<file path="src/rtl/lfucl_pkg.sv">
// Shared types, codes and constants of the LFU cache with LRU tie-break.
`timescale 1ns / 1ps
package lfucl_pkg;

  localparam int unsigned EntriesDef = 16;
  localparam int unsigned CapW       = 5;
  localparam logic [CapW-1:0] CapReset = 5'd16;

  localparam logic KindGet = 1'b0;
  localparam logic KindPut = 1'b1;

  localparam logic [31:0] CountMax = 32'hFFFF_FFFF;
  localparam logic signed [31:0] MissValue = -32'sd1;

  typedef struct packed {
    logic               kind;
    logic signed [31:0] key;
    logic signed [31:0] value;
  } req_t;

  typedef struct packed {
    logic               found;
    logic signed [31:0] read_value;
  } rsp_t;

  typedef enum logic [2:0] {
    StIdle,
    StScan,
    StScanEnd,
    StDecide,
    StSweep,
    StSweepEnd,
    StDone
  } state_e;

  typedef struct packed {
    logic load;
    logic scan_step;
    logic sweep_step;
    logic decide;
    logic finish;
  } cmd_t;

  typedef struct packed {
    logic last;
    logic act;
    logic out_free;
  } sts_t;

endpackage

</file>
<file path="src/rtl/lfucl_ram.sv">
// Generic single-write, single-read RAM with registered read data.
`timescale 1ns / 1ps
module lfucl_ram #(
  parameter int unsigned WIDTH = 32,
  parameter int unsigned DEPTH = 16
) (
  input  logic                                    clk_i,
  input  logic                                    we_i,
  input  logic [(DEPTH > 1 ? $clog2(DEPTH) : 1)-1:0] waddr_i,
  input  logic [WIDTH-1:0]                        wdata_i,
  input  logic                                    re_i,
  input  logic [(DEPTH > 1 ? $clog2(DEPTH) : 1)-1:0] raddr_i,
  output logic [WIDTH-1:0]                        rdata_o
);

  logic [WIDTH-1:0] mem_q [DEPTH];
  logic [WIDTH-1:0] rdata_q;

  always_ff @(posedge clk_i) begin
    if (we_i) begin
      mem_q[waddr_i] <= wdata_i;
    end
    if (re_i) begin
      rdata_q <= mem_q[raddr_i];
    end
  end

  assign rdata_o = rdata_q;

endmodule

</file>
<file path="src/rtl/lfucl_ctrl.sv">
// Controller state machine sequencing scan, decision, rank sweep and result beat.
`timescale 1ns / 1ps
module lfucl_ctrl (
  input  logic           clk_i,
  input  logic           rst_ni,
  input  logic           in_valid_i,
  output logic           in_stall_o,
  input  lfucl_pkg::sts_t sts_i,
  output lfucl_pkg::cmd_t cmd_o
);
  import lfucl_pkg::*;

  state_e state_q, state_d;

  always_ff @(posedge clk_i or negedge rst_ni) begin
    if (!rst_ni) begin
      state_q <= StIdle;
    end else begin
      state_q <= state_d;
    end
  end

  always_comb begin
    state_d    = state_q;
    cmd_o      = '0;
    in_stall_o = 1'b1;
    case (state_q)
      StIdle: begin
        in_stall_o = 1'b0;
        if (in_valid_i) begin
          cmd_o.load = 1'b1;
          state_d    = StScan;
        end
      end
      StScan: begin
        cmd_o.scan_step = 1'b1;
        if (sts_i.last) state_d = StScanEnd;
      end
      StScanEnd: state_d = StDecide;
      StDecide: begin
        cmd_o.decide = 1'b1;
        state_d      = sts_i.act ? StSweep : StDone;
      end
      StSweep: begin
        cmd_o.sweep_step = 1'b1;
        if (sts_i.last) state_d = StSweepEnd;
      end
      StSweepEnd: state_d = StDone;
      StDone: begin
        if (sts_i.out_free) begin
          cmd_o.finish = 1'b1;
          state_d      = StIdle;
        end
      end
      default: state_d = StIdle;
    endcase
  end

endmodule

</file>
<file path="src/rtl/lfucl_dpath.sv">
// Datapath: entry storage, scan and sweep pipeline, victim choice and result register.
`timescale 1ns / 1ps
module lfucl_dpath #(
  parameter int unsigned ENTRIES = lfucl_pkg::EntriesDef
) (
  input  logic                              clk_i,
  input  logic                              rst_ni,
  input  lfucl_pkg::req_t                   in_data_i,
  input  logic                              cfg_we_i,
  input  logic [lfucl_pkg::CapW-1:0]        cfg_wdata_i,
  output logic                              out_valid_o,
  input  logic                              out_stall_i,
  output lfucl_pkg::rsp_t                   out_data_o,
  input  lfucl_pkg::cmd_t                   cmd_i,
  output lfucl_pkg::sts_t                   sts_o
);
  import lfucl_pkg::*;

  localparam int unsigned IW   = ENTRIES > 1 ? $clog2(ENTRIES) : 1;
  localparam int unsigned UW   = $clog2(ENTRIES + 1);
  localparam int unsigned CW   = UW > CapW ? UW : CapW;
  localparam int unsigned RECW = 64 + IW;

  logic [CapW-1:0] cap_q;
  req_t            req_q;
  logic [IW-1:0]   cnt_q;
  logic [ENTRIES-1:0] valid_q;

  logic            p_vld_q, p_sweep_q;
  logic [IW-1:0]   p_idx_q;

  logic            hit_q, vic_any_q, free_any_q;
  logic [IW-1:0]   hit_idx_q, vic_idx_q, free_idx_q;
  logic [IW-1:0]   hit_rank_q, vic_rank_q;
  logic [31:0]     vic_cnt_q;
  logic [UW-1:0]   used_q;

  logic [IW-1:0]   s_q, r_q;
  logic            act_q;

  logic            out_valid_q;
  rsp_t            out_q;

  logic [RECW-1:0] rec_rd, rec_wr;
  logic [31:0]     data_rd;
  logic [31:0]     rd_key, rd_cnt;
  logic [IW-1:0]   rd_rank;
  logic            step, evict, act_d, get_hit;
  logic [CW-1:0]   cap_eff, used_ext;

  assign step    = cmd_i.scan_step | cmd_i.sweep_step;
  assign rd_key  = rec_rd[RECW-1 -: 32];
  assign rd_cnt  = rec_rd[IW +: 32];
  assign rd_rank = rec_rd[IW-1:0];

  assign cap_eff  = (CW'(cap_q) > CW'(ENTRIES)) ? CW'(ENTRIES) : CW'(cap_q);
  assign used_ext = CW'(used_q);
  assign evict    = used_ext >= cap_eff;
  assign get_hit  = (req_q.kind == KindGet) && hit_q;
  assign act_d    = (req_q.kind == KindGet) ? hit_q : (cap_q != '0);

  lfucl_ram #(.WIDTH(RECW), .DEPTH(ENTRIES)) u_rec_ram (
    .clk_i   (clk_i),
    .we_i    (p_vld_q & p_sweep_q),
    .waddr_i (p_idx_q),
    .wdata_i (rec_wr),
    .re_i    (step),
    .raddr_i (cnt_q),
    .rdata_o (rec_rd)
  );

  lfucl_ram #(.WIDTH(32), .DEPTH(ENTRIES)) u_data_ram (
    .clk_i   (clk_i),
    .we_i    (cmd_i.decide & (req_q.kind == KindPut) & act_d),
    .waddr_i (hit_q ? hit_idx_q : (evict ? vic_idx_q : free_idx_q)),
    .wdata_i (req_q.value),
    .re_i    (cmd_i.decide),
    .raddr_i (hit_idx_q),
    .rdata_o (data_rd)
  );

  always_comb begin
    rec_wr = rec_rd;
    if (p_idx_q == s_q) begin
      if (hit_q) begin
        rec_wr = {rd_key, (rd_cnt == CountMax) ? rd_cnt : rd_cnt + 32'd1, IW'(0)};
      end else begin
        rec_wr = {req_q.key, 32'd1, IW'(0)};
      end
    end else if (valid_q[p_idx_q] && (rd_rank < r_q)) begin
      rec_wr = {rd_key, rd_cnt, rd_rank + IW'(1)};
    end
  end

  always_ff @(posedge clk_i or negedge rst_ni) begin
    if (!rst_ni) begin
      cap_q       <= CapReset;
      valid_q     <= '0;
      cnt_q       <= '0;
      p_vld_q     <= 1'b0;
      p_sweep_q   <= 1'b0;
      out_valid_q <= 1'b0;
      hit_q       <= 1'b0;
      vic_any_q   <= 1'b0;
      free_any_q  <= 1'b0;
      used_q      <= '0;
      act_q       <= 1'b0;
    end else begin
      if (cfg_we_i) cap_q <= cfg_wdata_i;
      p_vld_q   <= step;
      p_sweep_q <= cmd_i.sweep_step;
      if (step) begin
        cnt_q <= (cnt_q == IW'(ENTRIES - 1)) ? '0 : cnt_q + IW'(1);
      end
      if (cmd_i.load) begin
        hit_q      <= 1'b0;
        vic_any_q  <= 1'b0;
        free_any_q <= 1'b0;
        used_q     <= '0;
        cnt_q      <= '0;
      end
      if (p_vld_q && !p_sweep_q) begin
        if (valid_q[p_idx_q]) begin
          used_q <= used_q + UW'(1);
          if (rd_key == req_q.key) hit_q <= 1'b1;
          if (!vic_any_q || (rd_cnt < vic_cnt_q) ||
              ((rd_cnt == vic_cnt_q) && (rd_rank > vic_rank_q))) begin
            vic_any_q <= 1'b1;
          end
        end else if (!free_any_q) begin
          free_any_q <= 1'b1;
        end
      end
      if (cmd_i.decide) act_q <= act_d;
      if (cmd_i.finish) begin
        out_valid_q <= 1'b1;
        if (act_q) valid_q[s_q] <= 1'b1;
      end else if (out_valid_q && !out_stall_i) begin
        out_valid_q <= 1'b0;
      end
    end
  end

  always_ff @(posedge clk_i) begin
    if (cmd_i.load) req_q <= in_data_i;
    p_idx_q <= cnt_q;
    if (p_vld_q && !p_sweep_q && valid_q[p_idx_q]) begin
      if (rd_key == req_q.key) begin
        hit_idx_q  <= p_idx_q;
        hit_rank_q <= rd_rank;
      end
      if (!vic_any_q || (rd_cnt < vic_cnt_q) ||
          ((rd_cnt == vic_cnt_q) && (rd_rank > vic_rank_q))) begin
        vic_idx_q  <= p_idx_q;
        vic_cnt_q  <= rd_cnt;
        vic_rank_q <= rd_rank;
      end
    end
    if (p_vld_q && !p_sweep_q && !valid_q[p_idx_q] && !free_any_q) begin
      free_idx_q <= p_idx_q;
    end
    if (cmd_i.decide) begin
      s_q <= hit_q ? hit_idx_q : (evict ? vic_idx_q : free_idx_q);
      r_q <= hit_q ? hit_rank_q : (evict ? vic_rank_q : IW'(used_q));
    end
    if (cmd_i.finish) begin
      out_q.found      <= get_hit;
      out_q.read_value <= get_hit ? $signed(data_rd) : MissValue;
    end
  end

  assign out_valid_o  = out_valid_q;
  assign out_data_o   = out_q;
  assign sts_o.last     = (cnt_q == IW'(ENTRIES - 1));
  assign sts_o.act      = act_d;
  assign sts_o.out_free = !out_valid_q || !out_stall_i;

endmodule

</file>
<file path="src/rtl/lfu_cache_lru_tiebreak_core.sv">
// Top level of the LFU key-value cache with LRU tie-break.
`timescale 1ns / 1ps
// Usage:
//   Request channel in_valid_i / in_stall_o / in_data_i carries get or put beats.
//   Result channel out_valid_o / out_stall_i / out_data_o returns one beat per
//   request: found and the stored value on a get hit, otherwise -1.
//   cfg_we_i / cfg_wdata_i write the capacity register; users write it only while idle (not enforced).
// Sequence:
//   One request at a time. A key and victim scan reads one entry a cycle from
//   the entry RAM, a decision step follows, and when an entry is touched a
//   rank sweep rewrites every entry. The result is registered once the output
//   register is free, and the next request is taken when the block is idle again.
// Reset:
//   All entries become empty and capacity returns to 16; no clearing pass.
// Stall:
//   A finished result holds in the output register while out_stall_i is high;
//   the next request is still accepted and runs until its own result is due.
module lfu_cache_lru_tiebreak_core #(
  parameter int unsigned ENTRIES = lfucl_pkg::EntriesDef
) (
  input  logic                       clk_i,
  input  logic                       rst_ni,
  input  logic                       in_valid_i,
  output logic                       in_stall_o,
  input  lfucl_pkg::req_t            in_data_i,
  output logic                       out_valid_o,
  input  logic                       out_stall_i,
  output lfucl_pkg::rsp_t            out_data_o,
  input  logic                       cfg_we_i,
  input  logic [lfucl_pkg::CapW-1:0] cfg_wdata_i
);
  import lfucl_pkg::*;

  cmd_t cmd;
  sts_t sts;

  lfucl_ctrl u_ctrl (
    .clk_i      (clk_i),
    .rst_ni     (rst_ni),
    .in_valid_i (in_valid_i),
    .in_stall_o (in_stall_o),
    .sts_i      (sts),
    .cmd_o      (cmd)
  );

  lfucl_dpath #(.ENTRIES(ENTRIES)) u_dpath (
    .clk_i       (clk_i),
    .rst_ni      (rst_ni),
    .in_data_i   (in_data_i),
    .cfg_we_i    (cfg_we_i),
    .cfg_wdata_i (cfg_wdata_i),
    .out_valid_o (out_valid_o),
    .out_stall_i (out_stall_i),
    .out_data_o  (out_data_o),
    .cmd_i       (cmd),
    .sts_o       (sts)
  );

endmodule

</file>
<file path="config.mk">
export PLATFORM = sky130hd
export DESIGN_NAME = lfu_cache_lru_tiebreak_core
export DESIGN_NICKNAME = d
export VERILOG_FILES = /design/src/rtl/lfucl_pkg.sv /design/src/rtl/lfucl_ram.sv /design/src/rtl/lfucl_ctrl.sv /design/src/rtl/lfucl_dpath.sv /design/src/rtl/lfu_cache_lru_tiebreak_core.sv
export SDC_FILE = /design/constraint.sdc
export NUM_CORES = 2
export LEC_CHECK = 0
export ABC_AREA = 1
export BUFFER_PORTS_ARGS = -buffer_cell sky130_fd_sc_hd__buf_2
export CELL_PAD_IN_SITES_DETAIL_PLACEMENT = 0
export CELL_PAD_IN_SITES_GLOBAL_PLACEMENT = 1
export CORE_ASPECT_RATIO = 1.4
export CORE_MARGIN = 3
export CORE_UTILIZATION = 30
export DETAILED_ROUTE_END_ITERATION = 8
export PLACE_DENSITY = 0.53
export SETUP_SLACK_MARGIN = 0.15
export SLEW_MARGIN = 15
export SYNTH_ARGS = -nofsm -noshare
export SYNTH_HDL_FRONTEND = slang
export SYNTH_SLANG_ARGS = --single-unit
</file>
<file path="constraint.sdc">
create_clock -name clk_i -period 13.35 [get_ports clk_i]
set_input_delay 4.005 -clock clk_i [delete_from_list [all_inputs] [get_ports clk_i]]
set_output_delay 4.005 -clock clk_i [all_outputs]
set_load 0.01 [all_outputs]
</file>
-- Word level (Yosys, flattened, before mapping)
Memories as Yosys holds them, arrays and structs flattened. A register that Yosys moved wholly into a read port is not among the register bits.
Cells that the tools add are included.
- eq/ne operators: 15
- bitwise operators: 6
- order comparisons: 8
- add/subtract/negate cells: 4
- mux-type cells: 52
- reductions and logical operators: 26
- operator list (kind ; number):
    2-to-1 mux 68 bit ; 2
    == test 32 bit ; 2
    adder 32 x 1 -> 32 bit (second input constant) ; 1
    == test 32 bit (second input constant) ; 1
    less-than comparator 32 bit ; 1
    2-to-1 mux 32 bit ; 1
    2-to-1 mux 4 bit ; 8
    2-to-1 mux 1 bit ; 29
    case mux 3 bit (7 select lines) ; 1
    2-to-1 mux 5 bit ; 4
    OR 16 bit ; 1
    2-to-1 mux 3 bit ; 4
    less-than comparator 4 x 5 -> 1 bit (second input constant) ; 2
    == test 3 bit (second input constant) ; 3
    logical AND 1 bit ; 9
    adder 4 x 1 -> 4 bit (second input constant) ; 2
    inequality test 2 bit (second input constant) ; 4
    == test 3 x 2 -> 1 bit (second input constant) ; 2
    logical NOT 1 bit ; 6
    AND reduction 2 bit ; 3
    adder 5 x 1 -> 5 bit (second input constant) ; 1
    >= comparator 5 bit ; 1
    greater-than comparator 5 bit (second input constant) ; 1
    nonzero test 5 bit ; 1
    16 further kinds ; 21
- bits in registers: 202
- memories kept: 2
- bits of input ports: 75
- output and inout bits: 35
- bits in writable memories: 1600
- memory list (memory ; depth ; width ; rd ports ; clocked after memory_dff ; wr ports ; RTL line ; RTL):
    u_dpath.u_rec_ram.mem_q ; 16 ; 68 ; 1 ; 1 ; 1 ; lfucl_ram.sv:16 ; logic [WIDTH-1:0] mem_q [DEPTH];
    u_dpath.u_data_ram.mem_q ; 16 ; 32 ; 1 ; 1 ; 1 ; lfucl_ram.sv:16 ;

-- Longest topological paths before layout
- depth in word-level cells: 6
- depth in mapped cells: 16

-- Cells and area by module
A second synthesis with hierarchy kept.
- cell total of the unflattened synthesis: 7822
- area, all modules: 82506.6 µm²
- modules (own cells, without submodules) (module ; cells an instance ; area an instance (µm²) ; instances ; seq. area each (µm²)):
    lfucl_ram (u_dpath.u_rec_ram) ; 4472 ; 48514.0 ; 1 ; 34713.3
    lfucl_ram (u_dpath.u_data_ram) ; 2120 ; 23050.9 ; 1 ; 16335.7
    lfucl_dpath ; 1182 ; 10669.0 ; 1 ; 5751.8
    lfucl_ctrl ; 48 ; 272.8 ; 1 ; 75.1

-- Least setup slack after synthesis
Ideal clock, no wire load.
- path type: in2reg
- start point: in in_valid_i
- end point: reg u_dpath.used_q[3] (netlist: u_dpath.used_ext[3])
- setup slack: 5.644 ns
- data arrival time: 7.589 ns
- cell stages on the path: 8
- library setup time: 0.117 ns
- path buffers: 1
- cells stage by stage: inv_1 -> nor2_1 -> inv_1 -> buf_2 -> nand3_1 -> nand2_1 -> nand2_1 -> nand2_1
- RTL lines (item ; RTL line ; RTL):
    start: declaration ; lfu_cache_lru_tiebreak_core.sv:23 ; input logic in_valid_i,
    end signal: assignment ; lfucl_dpath.sv:124 ; used_q <= used_q + UW'(1);
    end: declaration ; lfucl_dpath.sv:36 ; logic [UW-1:0] used_q;

-- Final worst setup path
- start point: reg u_ctrl.state_q[2]
- end point: out in_stall_o
- longest elaborated chain between the ends: 2
- ends and longest elaborated chain (item ; RTL line ; RTL):
    start: declaration ; lfucl_ctrl.sv:13 ; state_e state_q, state_d;
    start signal: assignment ; lfucl_ctrl.sv:17 ; state_q <= StIdle;
    start signal: assignment ; lfucl_ctrl.sv:19 ; state_q <= state_d;
    logical NOT 3 bit ; lfucl_ctrl.sv:27 ; case (state_q)
    2-to-1 mux 1 bit ; lfucl_ctrl.sv:27 ;
    end: declaration ; lfu_cache_lru_tiebreak_core.sv:24 ; output logic in_stall_o,
No other way between the ends.

==> metrics <==
status=completed; total track usage=0.1699; R2R depth=8; Die X=429.5 um; Die H=598.9 um; met2 wire length=113200 um; crit-path cells=nor2_1 -> nand2_1 -> buf_2; CTS root buf=clkbuf_16; Slew @ Worst Pin=1.150 ns; H-Tree Depth=4; CORE AREA=249800 sq um; crit path launch type=flop; setup slack, reg-to-reg=8.79 ns; slowest stage delay, CP=0.44 ns; Fin. Hold Viols=0; Slowest-stage cell, CP=dfrtp_1; VDD IR max=0.1625 mV; CP endpoint kind=output pin; Ys Warns=0; DR pass1 iterations=6; syn_area_per_cell=13.34 sq um; CTS Buf Count=204; RSZ-0062 raised after global routing=false; min Tclk post-route=6.169 ns; Vias/cell=5.053; critical path arrival=2.16 ns; most frequent cells in the layout=edfxtp_1 (1858), nand2_1 (815), o21ai_0 (614); Placed Instance Area=79710 sq um; full die area=257200 sq um; Routed WL per cell=24.32 um; CTS tree=built; count of cells resized by post-cts repair=0; fin crit share=0.4621; Pleak=0.02832 uW; Starting Density=0.3015; synthesized area=75320 sq um; Synth Instances=5645; syn_nets=5768; grt ovf=0; Max Clock Freq=162.1 MHz; fillcell total=24337; post-synth cell types=49; vias in the first global route=46179; Pins Over Slew Limit=0; Async SR Flop Fraction=0.02103; clock transition at the registers of the reported paths=0.06 ns; highest routed layer=met4; Seq/Total Area, Yosys=0.7551; met1 WL=94190 um; ys flop type=edfxtp_1; # port buffers=109; largest net degree at the start of global routing=219; ANT nets after route=0; via count=46455; Crit Reg-Reg Startpoint=u_dpath.cnt_q[0]; CP max FO=5; Design Area, Final=86000 sq um; critical path class=reg -> out; Final GP Congestion=0.7619; clock buffer depth=4; # rows=217; PwrDens=206.2 nW/um^2; Final setup viols=0; WP buf/inv=1; Post CTS Setup Buffer Count=0; Max Cap Viol=0; DR DRC count=0; CP endpoint=in_stall_o; Worst Skew=0.07343 ns; crit path launch=u_ctrl.state_q[2]; CP delay by family, top=simple AND/OR/NAND/NOR gates; synthesis-to-finish area growth=14.18%; worst skew pair latency=0.87 ns; routed wire length=223600 um; Tightest Hold Check Type=reg -> reg; clk sinks=1902; power consumption=17740 uW; initial antenna violation count=5; worst path required time=9.34 ns; Post-CTS Hold Buffers=0; setup TNS=0 ns; RR Endpoint=u_dpath.u_rec_ram.rdata_o[32]; share of layout cells above drive strength 1=0.1026; Ports=110; Iteration-0 DRC Markers=3710; CP Depth=3; EDFF count, synth=1858; #FFs+latches synth=1902; DP HPWL=109800 um; Relative slew margins=0.2280; first-pass GRT wire length=321900 um; commonest non-fill, non-tap cell in the layout=edfxtp_1; met3 WL post-DR=9867 um; fin nets=5872
## final cells by class
class	count	area, sq um	share of cell area
Multi-Input combinational cell	3210	16430	0.1910
Timing Repair Buffer	238	1539	0.01789
Tap cell	3285	4110	0.04779
Clock buffer	249	5368	0.06241
Clock inverter	113	904.6	0.01052
Antenna cell	3	7.507	0.00008729
Sequential cell	1902	56890	0.6615
Inverter	193	755.7	0.008787
## sequential cells by signal, summed over array words and instances (netlist names), 3 cells and up
register,flops
u_dpath.u_rec_ram.mem_q,1088
u_dpath.u_data_ram.mem_q,512
u_dpath.u_rec_ram.rdata_o,68
u_dpath.req_q,65
u_dpath.out_data_o,33
u_dpath.u_data_ram.rdata_o,32
u_dpath.vic_cnt_q,32
u_dpath.valid_q,16
u_dpath.cap_q,5
u_dpath.used_ext,5
u_dpath.cnt_q,4
u_dpath.free_idx_q,4
u_dpath.hit_idx_q,4
u_dpath.hit_rank_q,4
u_dpath.p_idx_q,4
u_dpath.r_q,4
u_dpath.s_q,4
u_dpath.vic_idx_q,4
u_dpath.vic_rank_q,4
u_ctrl.state_q,3
## metal layers
layer	vias up	GRT usage
li1	21112	-
met2	1208	0.2999
met4	0	0.05378
met3	362	0.02096
met5	-	0
met1	23773	0.2167
## how the worst min path moves through the flow
stage               cells after the start                 from  slack [ns]                  end
floorplan                               0     u_dpath.cnt_q[2]        0.35   u_dpath.p_idx_q[2]
global placement                        2   u_dpath.valid_q[8]        0.44   u_dpath.valid_q[8]
detailed placement                      2  u_dpath.valid_q[10]        0.44  u_dpath.valid_q[10]
CTS                                     2  u_dpath.valid_q[14]        0.46  u_dpath.valid_q[14]
global route                            2  u_dpath.valid_q[14]        0.47  u_dpath.valid_q[14]
finish                                  2  u_dpath.valid_q[10]        0.46  u_dpath.valid_q[10]
## worst reg2reg max path: stages (launching register included)
cell      delay, ns
dfrtp_4        0.73
inv_16         0.61
buf_4          0.86
buf_4          0.66
buf_4          0.72
o21ai_0        0.23
o221ai_1       0.22
nand4_1        0.11
nand2_1        0.20
## power by group
part           internal, uW  switching [uW]  total [uW]
clock                  3100            2320        5420
sequential             7830             447        8280
combinational           991            3050        4040
total                 11900            5820       17700
## stage by stage
stage	util	hold WS [ns]	std cells	worst slack, ns
after floorplan	-	0.3483	5645	5.644
after global placement	0.3191	0.4387	8828	6.994
after detailed placement	0.3191	0.4446	8828	6.981
after CTS	0.3442	0.4594	9190	7.129
after global routing	0.3443	0.4717	9193	7.102
final	0.3443	0.4551	9193	7.181
## cell families after synthesis
kind of cell,share of synthesized area
XOR/XNOR,0.005233
adder cells (fa/ha/maj),0.007973
multiplexers,0.0002990
buffers and inverters,0.03090
flip-flops,0.7551
AND/OR/NAND/NOR,0.09724
AO/OA/AOI/OAI,0.1033
## cells in the mapped netlist, drive strengths merged (39+ instances only)
master  instances  share of area
o21ai         702          0.047
a221oi         86          0.010
clkbuf        165         0.0082
o221ai        134          0.016
dfrtp          39          0.013
nand2         823          0.041
edfxtp       1858           0.74
a21oi         203          0.014
inv           192         0.0096
nand4          47         0.0039
buf           175          0.013
nand3         252          0.017
ha             48         0.0080
nor2          645          0.032
o22ai         119         0.0099
No activity file was read; power rests on OpenSTA's default activity.
